File: config.mk
export PLATFORM = sky130hd
export DESIGN_NAME = sorted_priority_work_queue_top
export DESIGN_NICKNAME = d
export VERILOG_FILES = /design/src/rtl/core/spwq_pkg.sv /design/src/rtl/core/spwq_cell.sv /design/src/rtl/core/sorted_priority_work_queue_top.sv
export SDC_FILE = /design/constraint.sdc
export NUM_CORES = 2
export LEC_CHECK = 0
export BUFFER_PORTS_ARGS = -buffer_cell sky130_fd_sc_hd__buf_2
export CORE_ASPECT_RATIO = 0.5
export CORE_MARGIN = 2
export CORE_UTILIZATION = 45
export DETAILED_ROUTE_END_ITERATION = 8
export PLACE_DENSITY_LB_ADDON = 0.08
export SLEW_MARGIN = 20
export SYNTH_ARGS = -nofsm -noshare
export SYNTH_HDL_FRONTEND = slang
export SYNTH_SLANG_ARGS = --single-unit
File: constraint.sdc
create_clock -name i_clk -period 13.05 [get_ports i_clk]
set_input_delay 0.6525 -clock i_clk [delete_from_list [all_inputs] [get_ports i_clk]]
set_output_delay 0.6525 -clock i_clk [all_outputs]
set_load 0.005 [all_outputs]
File: src/rtl/core/spwq_pkg.sv
`timescale 1ns / 1ps
`default_nettype none
// ----------------------------------------------------------------------------
// Sorted priority work queue package
// Sizes, action and status codes, cell command and slot types shared by the
// queue cells and the top level.
// ----------------------------------------------------------------------------
package spwq_pkg;

    localparam int QUEUE_DEPTH = 16;

    localparam int ACT_W  = 2;
    localparam int TAG_W  = 8;
    localparam int PRIO_W = 32;
    localparam int STAT_W = 2;
    localparam int OCC_W  = 5;
    localparam int CNT_W  = $clog2(QUEUE_DEPTH + 1);

    // Request action codes
    localparam logic [ACT_W-1:0] ACT_INSERT = 2'd0;
    localparam logic [ACT_W-1:0] ACT_REMOVE = 2'd1;
    localparam logic [ACT_W-1:0] ACT_TAKE   = 2'd2;

    typedef enum logic [STAT_W-1:0] {
        ST_DONE = 2'd0,
        ST_MISS = 2'd1,
        ST_FULL = 2'd2,
        ST_DUP  = 2'd3
    } t_status;

    typedef enum logic [1:0] {
        CELL_HOLD,
        CELL_INSERT,
        CELL_DELETE
    } t_cell_op;

    typedef enum logic {
        S_IDLE,
        S_EXEC
    } t_state;

    typedef struct packed {
        t_cell_op            op;
        logic [TAG_W-1:0]    tag;
        logic [PRIO_W-1:0]   prio;
    } t_cell_cmd;

    typedef struct packed {
        logic                valid;
        logic [TAG_W-1:0]    tag;
        logic [PRIO_W-1:0]   prio;
    } t_slot;

endpackage
`default_nettype wire

File: src/rtl/core/spwq_cell.sv
`timescale 1ns / 1ps
`default_nettype none
// ----------------------------------------------------------------------------
// Queue cell
// Holds one slot of the sorted queue; shifts toward the back on insert and
// toward the front on delete, using only its two neighbors.
// ----------------------------------------------------------------------------
module spwq_cell (
    input  wire logic                    i_clk,
    input  wire logic                    i_rst_n,
    input  wire spwq_pkg::t_cell_cmd     i_cmd,
    input  wire spwq_pkg::t_slot         i_left,
    input  wire logic                    i_left_ins,
    input  wire spwq_pkg::t_slot         i_right,
    input  wire logic                    i_hit,
    output spwq_pkg::t_slot              o_slot,
    output logic                         o_ins,
    output logic                         o_hit
);
    import spwq_pkg::*;

    logic                r_valid;
    logic [TAG_W-1:0]    r_tag;
    logic [PRIO_W-1:0]   r_prio;
    logic                n_valid;
    logic [TAG_W-1:0]    n_tag;
    logic [PRIO_W-1:0]   n_prio;
    logic                w_match;

    assign o_slot  = '{valid: r_valid, tag: r_tag, prio: r_prio};
    assign w_match = r_valid && (r_tag == i_cmd.tag);
    // Empty slots count as "at or below" so the insert point is monotonic
    assign o_ins   = !r_valid || (r_prio <= i_cmd.prio);
    assign o_hit   = i_hit | w_match;

    always_comb begin
        n_valid = r_valid;
        n_tag   = r_tag;
        n_prio  = r_prio;
        unique case (i_cmd.op)
            CELL_INSERT: begin
                if (o_ins) begin
                    if (i_left_ins) begin
                        n_tag  = i_left.tag;
                        n_prio = i_left.prio;
                    end else begin
                        n_tag  = i_cmd.tag;
                        n_prio = i_cmd.prio;
                    end
                    n_valid = r_valid | i_left.valid;
                end
            end
            CELL_DELETE: begin
                if (o_hit) begin
                    n_valid = i_right.valid;
                    n_tag   = i_right.tag;
                    n_prio  = i_right.prio;
                end
            end
            default: begin
            end
        endcase
    end

    always_ff @(posedge i_clk) begin
        if (!i_rst_n) begin
            r_valid <= 1'b0;
        end else begin
            r_valid <= n_valid;
        end
    end

    always_ff @(posedge i_clk) begin
        r_tag  <= n_tag;
        r_prio <= n_prio;
    end

endmodule
`default_nettype wire

File: src/rtl/core/sorted_priority_work_queue_top.sv
`timescale 1ns / 1ps
`default_nettype none
// ----------------------------------------------------------------------------
// Sorted priority work queue
// Chain of queue cells kept in descending priority order, with insert,
// remove-by-tag and conditional take of the front entry.
// ----------------------------------------------------------------------------
// Usage:
//   Input channel (i_in_valid / o_in_ready) carries one request transaction:
//   action (insert, remove, take), tag, priority for insert, and the minimum
//   priority a take requires. Output channel (o_out_valid / i_out_ready)
//   returns exactly one result transaction per request: status, the taken
//   tag and priority (zero unless a take succeeds) and the occupancy after
//   the request.
//   Flow: the request is registered on acceptance, every cell compares
//   against it in the execute state and the whole chain shifts in the same
//   edge that loads the result register. One request is in flight at a
//   time: a new request is not accepted until the current one has been
//   committed to the cell chain. The tag search and the insert point are
//   resolved across all cells combinationally, independent of occupancy.
//   The result register decouples the two sides: a new request is accepted
//   while a previous result still waits. If the receiver stalls, the block
//   holds its next request in the execute state until the result register
//   frees up.
//   Reset (synchronous, active low) empties the queue at once by clearing
//   the per-cell valid flags; no clearing pass is needed.
// ----------------------------------------------------------------------------
module sorted_priority_work_queue_top (
    input  wire logic                          i_clk,
    input  wire logic                          i_rst_n,
    input  wire logic                          i_in_valid,
    output logic                               o_in_ready,
    input  wire logic [spwq_pkg::ACT_W-1:0]    i_action,
    input  wire logic [spwq_pkg::TAG_W-1:0]    i_tag,
    input  wire logic [spwq_pkg::PRIO_W-1:0]   i_priority_req,
    input  wire logic [spwq_pkg::PRIO_W-1:0]   i_min_priority,
    output logic                               o_out_valid,
    input  wire logic                          i_out_ready,
    output logic [spwq_pkg::STAT_W-1:0]        o_status,
    output logic [spwq_pkg::TAG_W-1:0]         o_out_tag,
    output logic [spwq_pkg::PRIO_W-1:0]        o_out_priority,
    output logic [spwq_pkg::OCC_W-1:0]         o_occupancy
);
    import spwq_pkg::*;

    // Control state
    t_state              r_state;
    t_state              n_state;
    logic [CNT_W-1:0]    r_count;
    logic [CNT_W-1:0]    n_count;

    // Registered request
    logic [ACT_W-1:0]    r_req_action;
    logic [TAG_W-1:0]    r_req_tag;
    logic [PRIO_W-1:0]   r_req_prio;
    logic [PRIO_W-1:0]   r_req_min;

    // Result register
    logic                r_out_valid;
    t_status             r_out_status;
    logic [TAG_W-1:0]    r_out_tag;
    logic [PRIO_W-1:0]   r_out_prio;
    logic [CNT_W-1:0]    r_out_count;

    // Decode of the request against the cell chain
    logic                w_accept;
    logic                w_commit;
    t_status             w_status;
    t_cell_op            w_op;
    logic [TAG_W-1:0]    w_res_tag;
    logic [PRIO_W-1:0]   w_res_prio;
    logic                w_found;
    logic                w_full;
    logic                w_front_ok;
    t_cell_cmd           w_cmd;

    // Chain wiring
    t_slot               w_slot [QUEUE_DEPTH];
    logic                w_ins  [QUEUE_DEPTH];
    logic [QUEUE_DEPTH:0] w_hit;
    logic [QUEUE_DEPTH-1:0] w_valid_vec;
    logic [QUEUE_DEPTH-1:0] w_order_ok;
    t_slot               w_head;
    t_slot               w_tail;

    // Cell 0 sees a full, never-qualifying neighbor so it is the insert point
    // when its own entry is at or below the new priority.
    assign w_head = '{valid: 1'b1, tag: '0, prio: '0};
    assign w_tail = '{valid: 1'b0, tag: '0, prio: '0};

    // A take deletes the front, so seed the hit chain at cell 0
    assign w_hit[0] = (r_req_action == ACT_TAKE);

    assign w_cmd = '{op: w_commit ? w_op : CELL_HOLD, tag: r_req_tag, prio: r_req_prio};

    for (genvar g = 0; g < QUEUE_DEPTH; g++) begin : g_cell
        t_slot w_left;
        t_slot w_right;
        logic  w_left_ins;

        if (g == 0) begin : g_first
            assign w_left     = w_head;
            assign w_left_ins = 1'b0;
        end else begin : g_mid
            assign w_left     = w_slot[g-1];
            assign w_left_ins = w_ins[g-1];
        end

        if (g == QUEUE_DEPTH - 1) begin : g_last
            assign w_right = w_tail;
        end else begin : g_inner
            assign w_right = w_slot[g+1];
        end

        if (g == QUEUE_DEPTH - 1) begin : g_ord_last
            assign w_order_ok[g] = 1'b1;
        end else begin : g_ord
            assign w_order_ok[g] = !w_slot[g+1].valid
                                || (w_slot[g].valid && (w_slot[g].prio >= w_slot[g+1].prio));
        end

        assign w_valid_vec[g] = w_slot[g].valid;

        spwq_cell u_cell (
            .i_clk      (i_clk),
            .i_rst_n    (i_rst_n),
            .i_cmd      (w_cmd),
            .i_left     (w_left),
            .i_left_ins (w_left_ins),
            .i_right    (w_right),
            .i_hit      (w_hit[g]),
            .o_slot     (w_slot[g]),
            .o_ins      (w_ins[g]),
            .o_hit      (w_hit[g+1])
        );
    end

    // Tag match anywhere (chain not seeded for insert and remove)
    assign w_found    = w_hit[QUEUE_DEPTH];
    assign w_full     = w_slot[QUEUE_DEPTH-1].valid;
    assign w_front_ok = w_slot[0].valid && (w_slot[0].prio >= r_req_min);

    // Decide outcome, cell command and new occupancy
    always_comb begin
        w_status   = ST_MISS;
        w_op       = CELL_HOLD;
        w_res_tag  = '0;
        w_res_prio = '0;
        n_count    = r_count;
        unique case (r_req_action)
            ACT_INSERT: begin
                if (w_found) begin
                    w_status = ST_DUP;
                end else if (w_full) begin
                    w_status = ST_FULL;
                end else begin
                    w_status = ST_DONE;
                    w_op     = CELL_INSERT;
                    n_count  = r_count + 1'b1;
                end
            end
            ACT_REMOVE: begin
                if (w_found) begin
                    w_status = ST_DONE;
                    w_op     = CELL_DELETE;
                    n_count  = r_count - 1'b1;
                end
            end
            ACT_TAKE: begin
                if (w_front_ok) begin
                    w_status   = ST_DONE;
                    w_op       = CELL_DELETE;
                    w_res_tag  = w_slot[0].tag;
                    w_res_prio = w_slot[0].prio;
                    n_count    = r_count - 1'b1;
                end
            end
            default: begin
            end
        endcase
    end

    // Sequencer: accept in idle, execute once the result register is free
    always_comb begin
        n_state    = r_state;
        o_in_ready = 1'b0;
        w_commit   = 1'b0;
        unique case (r_state)
            S_IDLE: begin
                o_in_ready = 1'b1;
                if (i_in_valid) begin
                    n_state = S_EXEC;
                end
            end
            S_EXEC: begin
                if (!r_out_valid || i_out_ready) begin
                    w_commit = 1'b1;
                    n_state  = S_IDLE;
                end
            end
            default: begin
                n_state = S_IDLE;
            end
        endcase
    end

    assign w_accept = i_in_valid && o_in_ready;

    always_ff @(posedge i_clk) begin
        if (!i_rst_n) begin
            r_state     <= S_IDLE;
            r_count     <= '0;
            r_out_valid <= 1'b0;
        end else begin
            r_state <= n_state;
            if (w_commit) begin
                r_count     <= n_count;
                r_out_valid <= 1'b1;
            end else if (i_out_ready) begin
                r_out_valid <= 1'b0;
            end
        end
    end

    // Hold the request for the execute state
    always_ff @(posedge i_clk) begin
        if (w_accept) begin
            r_req_action <= i_action;
            r_req_tag    <= i_tag;
            r_req_prio   <= i_priority_req;
            r_req_min    <= i_min_priority;
        end
    end

    // Load the result alongside the chain update
    always_ff @(posedge i_clk) begin
        if (w_commit) begin
            r_out_status <= w_status;
            r_out_tag    <= w_res_tag;
            r_out_prio   <= w_res_prio;
            r_out_count  <= n_count;
        end
    end

    assign o_out_valid    = r_out_valid;
    assign o_status       = r_out_status;
    assign o_out_tag      = r_out_tag;
    assign o_out_priority = r_out_prio;
    assign o_occupancy    = OCC_W'(r_out_count);

    // Occupancy counter tracks the valid cells
    a_count_matches : assert property (@(posedge i_clk) disable iff (!i_rst_n)
        r_count == CNT_W'($countones(w_valid_vec)))
        else $error("occupancy counter disagrees with valid cells");

    // Valid cells form a packed prefix
    a_packed : assert property (@(posedge i_clk) disable iff (!i_rst_n)
        ((w_valid_vec >> 1) & ~w_valid_vec) == '0)
        else $error("gap in valid cells");

    // Entries stay in descending priority order
    a_sorted : assert property (@(posedge i_clk) disable iff (!i_rst_n)
        &w_order_ok)
        else $error("queue out of priority order");

    // A committed request always presents a result next cycle
    a_commit_result : assert property (@(posedge i_clk) disable iff (!i_rst_n)
        w_commit |=> (r_out_valid && r_state == S_IDLE))
        else $error("commit without result");

endmodule
`default_nettype wire
==> out/metrics.cfg <==
[setup_path]
worstSetupStartpoint = g_cell[0].u_cell.r_prio[23]$_DFFE_PP_
crit_family = buffers and inverters
critical_path_class = flop to flop
crit_path_end = g_cell[9].u_cell.r_prio[8]$_DFFE_PP_
r2r-start = g_cell[0].u_cell.r_prio[23]$_DFFE_PP_
arrival_ps = 7290
reg2regPathDepth = 16
path_buf_inv = 4
r2r_slack_ps = 6190
critPathRequiredTime_ps = 13480
crit_fanout = 99
critical_path.cell_chain = ha_1 > nand4_1 > or4_1 > o211ai_1 > a22oi_1 > nor2_2 > a21o_1 > nand2_1 > inv_1 > ha_4 > buf_4 > buf_4 > buf_4 > nor2_1 > a22o_1 > a21o_1
worst_setup_path_end_kind = flop
critical-path-max-stage-delay_ps = 840
critPathMostFrequentCell = buf_4
cpMaxStageDelayCell = buf_4
reg2reg_to = g_cell[9].u_cell.r_prio[8]$_DFFE_PP_
worstSetupStartpointType = flop
cp.depth = 16

[synth]
yosysSeqAreaShare = 0.4565
yosys-top-cells-area = edfxtp_1 45%, ha_1 13%, mux2i_1 6.8%, o21ai_0 4.3%, nand2_1 3.3%
synth_cell_type_count = 81
syn_area_um2 = 51070
syn_nets = 5398
syn_area_per_cell_um2 = 10.70
yosys_warnings = 0
synth-edff-count = 761
synthFlopType = edfxtp_1
syn-instance-count = 4772
synth-seq-cells = 784
synth_top_area_share = 0.4475
synth_top_cell_by_area = edfxtp_1
async_reset_ff_frac = 0

[timing]
setup_violations = 0
rsz0062_at_grt = no
tns_ps = 0
slew_viol_final = 0
finClkSkew_ps = 18.83
layout_min_cycle_time_ps = 6860
max_freq_mhz = 145.8
whs_ps = 133.3
min_period_over_period = 0.5257
hold_viol = 0
slew_headroom = 0.2310
tightest_slew_ps = 1152

[routing]
detail-route-antenna-nets = 0
drt_iter0_drc = 5340
wl_per_cell_um = 28.40
routed_wl_um = 180800
routed-via-count = 40430
dr.pass1.iters = 6
viasPerCell = 6.349
drc_errors = 0

[power]
power_leakage_nw = 22.13
vdd_drop_max_mv = 0.08327
cellPowerDensity_nw_per_um2 = 108.4

[placement]
numPortBuffers = 126
gp_congestion = 0.9228
dp.cells = 6218
hpwl_um = 134800

[clocking]
cts_max_level = 3
root_buffer = clkbuf_16
clockBufferDepth = 3
post_cts_resized = 0
cts_tree = built
post_cts_buffers = 0
clk_latency_ps = 690
cts_hold_buf = 0
cts.sinks = 784
cts_buffers = 80
clkTransAtPathRegs_ps = 70

[hold_path]
hold_path_class = primary input to flop

[global_route]
grt_max_degree = 189
overflow = 0
antenna_found_initial = 14
grt_pass1_wl_um = 262300
grtUsageTotal = 0.3042
grt_pass1_vias = 37890

[flow_run]
drv_cap = 0

[final_layout]
layout_commonest_cell = edfxtp_1
fin_nets = 5413
layoutNonFillerInstCount = 6368
layout_common_cells = 761 x edfxtp_1, 547 x ha_1, 452 x nand2_1, 437 x o21ai_0, 346 x mux2i_1
drive_gt1_frac = 0.08697
final_util = 0.4967
area_growth_pct = 9.582

[floorplanning]
die-area_um2 = 116400
chipHeight_um = 242.2
die_width_um = 480.4
core-area_um2 = 112700
rows = 87
ios = 127
start_util = 0.4533

[outcome]
status = finished, final reports clean

cells in the mapped netlist (19+ instances only):
cell         n
nor3_1      45
mux2i_1    346
dfxtp_1     23
xnor2_1     96
buf_2       61
edfxtp_1   761
o211ai_1    25
xor2_1      36
ha_1       548
o21ai_0    437
a22o_1      39
nor3b_1     80
a21oi_1    243
a2bb2oi_1   80
nand3_1     41
a221o_1     81
nand4_1    115
buf_6       25
inv_1      113
nor4_1      19
nor2_1     284
o21ai_1     25
clkbuf_1   219
and2_1      45
nand2_1    453
o21a_1      37
a21o_1     170
a31oi_1     96
nor2b_1     53
cell type report:
class,instances,area (µm²)
clock inverter,48,422.9
multi-input combinational,3562,26180
fill,10180,56700
timing repair buffer,243,1525
sequential,784,23310
tap,1513,1893
inverter,116,440.4
clock buffer,99,2180
antenna,3,7.507
per-stage QoR:
stage	cell area, µm²	setup slack [ps]	power (mW)
final	55960	6190	6.064
after global routing	55960	5760	6.272
after CTS	55950	6290	6.086
after detailed placement	53350	6336	3.684
after global placement	53330	6503	3.665
after floorplan	51070	6431	3.392
logic make-up after synthesis:
family                   Yosys count  share of synthesized area
flip-flops                       784                     0.4565
adder cells (fa/ha/maj)          548                     0.1343
AND/OR/NAND/NOR                 1184                     0.1102
AO/OA/AOI/OAI                   1352                     0.1721
XOR/XNOR                         132                    0.02264
buffers and inverters            426                    0.03656
multiplexers                     346                    0.06782
how the worst min path moves through the flow:
stage	start	endpoint	slack (ps)	cells past startpoint
finish	i_min_priority[25]	r_req_min[25]$_DFFE_PP_	130	1
detailed placement	r_count[4]$_SDFFE_PN0P_	r_count[4]$_SDFFE_PN0P_	480	2
floorplan	r_count[4]$_SDFFE_PN0P_	r_count[4]$_SDFFE_PN0P_	460	2
global placement	r_count[4]$_SDFFE_PN0P_	r_count[4]$_SDFFE_PN0P_	470	2
CTS	i_priority_req[15]	r_req_prio[15]$_DFFE_PP_	90	1
global route	i_priority_req[3]	r_req_prio[3]$_DFFE_PP_	100	1
routing by layer:
metal / wire (µm) / track usage / vias up
met5: 0 / 0 / -
met4: 2753 / 0.05318 / 0
met3: 22390 / 0.07987 / 195
met2: 69000 / 0.3974 / 2131
met1: 86700 / 0.4942 / 19910
li1: - / - / 18200
registers in the layout, indices dropped and copies added, names as in the netlist:
name and flops:
o_status 2, o_out_valid 1, r_state 1, g_cell.u_cell.r_tag 128
r_req_min 32, o_occupancy 5, g_cell.u_cell.r_prio 512, r_req_action 2
o_out_priority 32, r_req_prio 32, r_count 5, r_req_tag 8
g_cell.u_cell.r_valid 16, o_out_tag 8
power breakdown:
part / total [mW] / switching, mW / internal, mW / leakage [nW]
Sequential: 2.95 / 0.0944 / 2.85 / 7.14
Combinational: 0.707 / 0.460 / 0.247 / 13.7
Clock: 2.41 / 1.08 / 1.33 / 1.28
(Power assumes the default switching activity.)
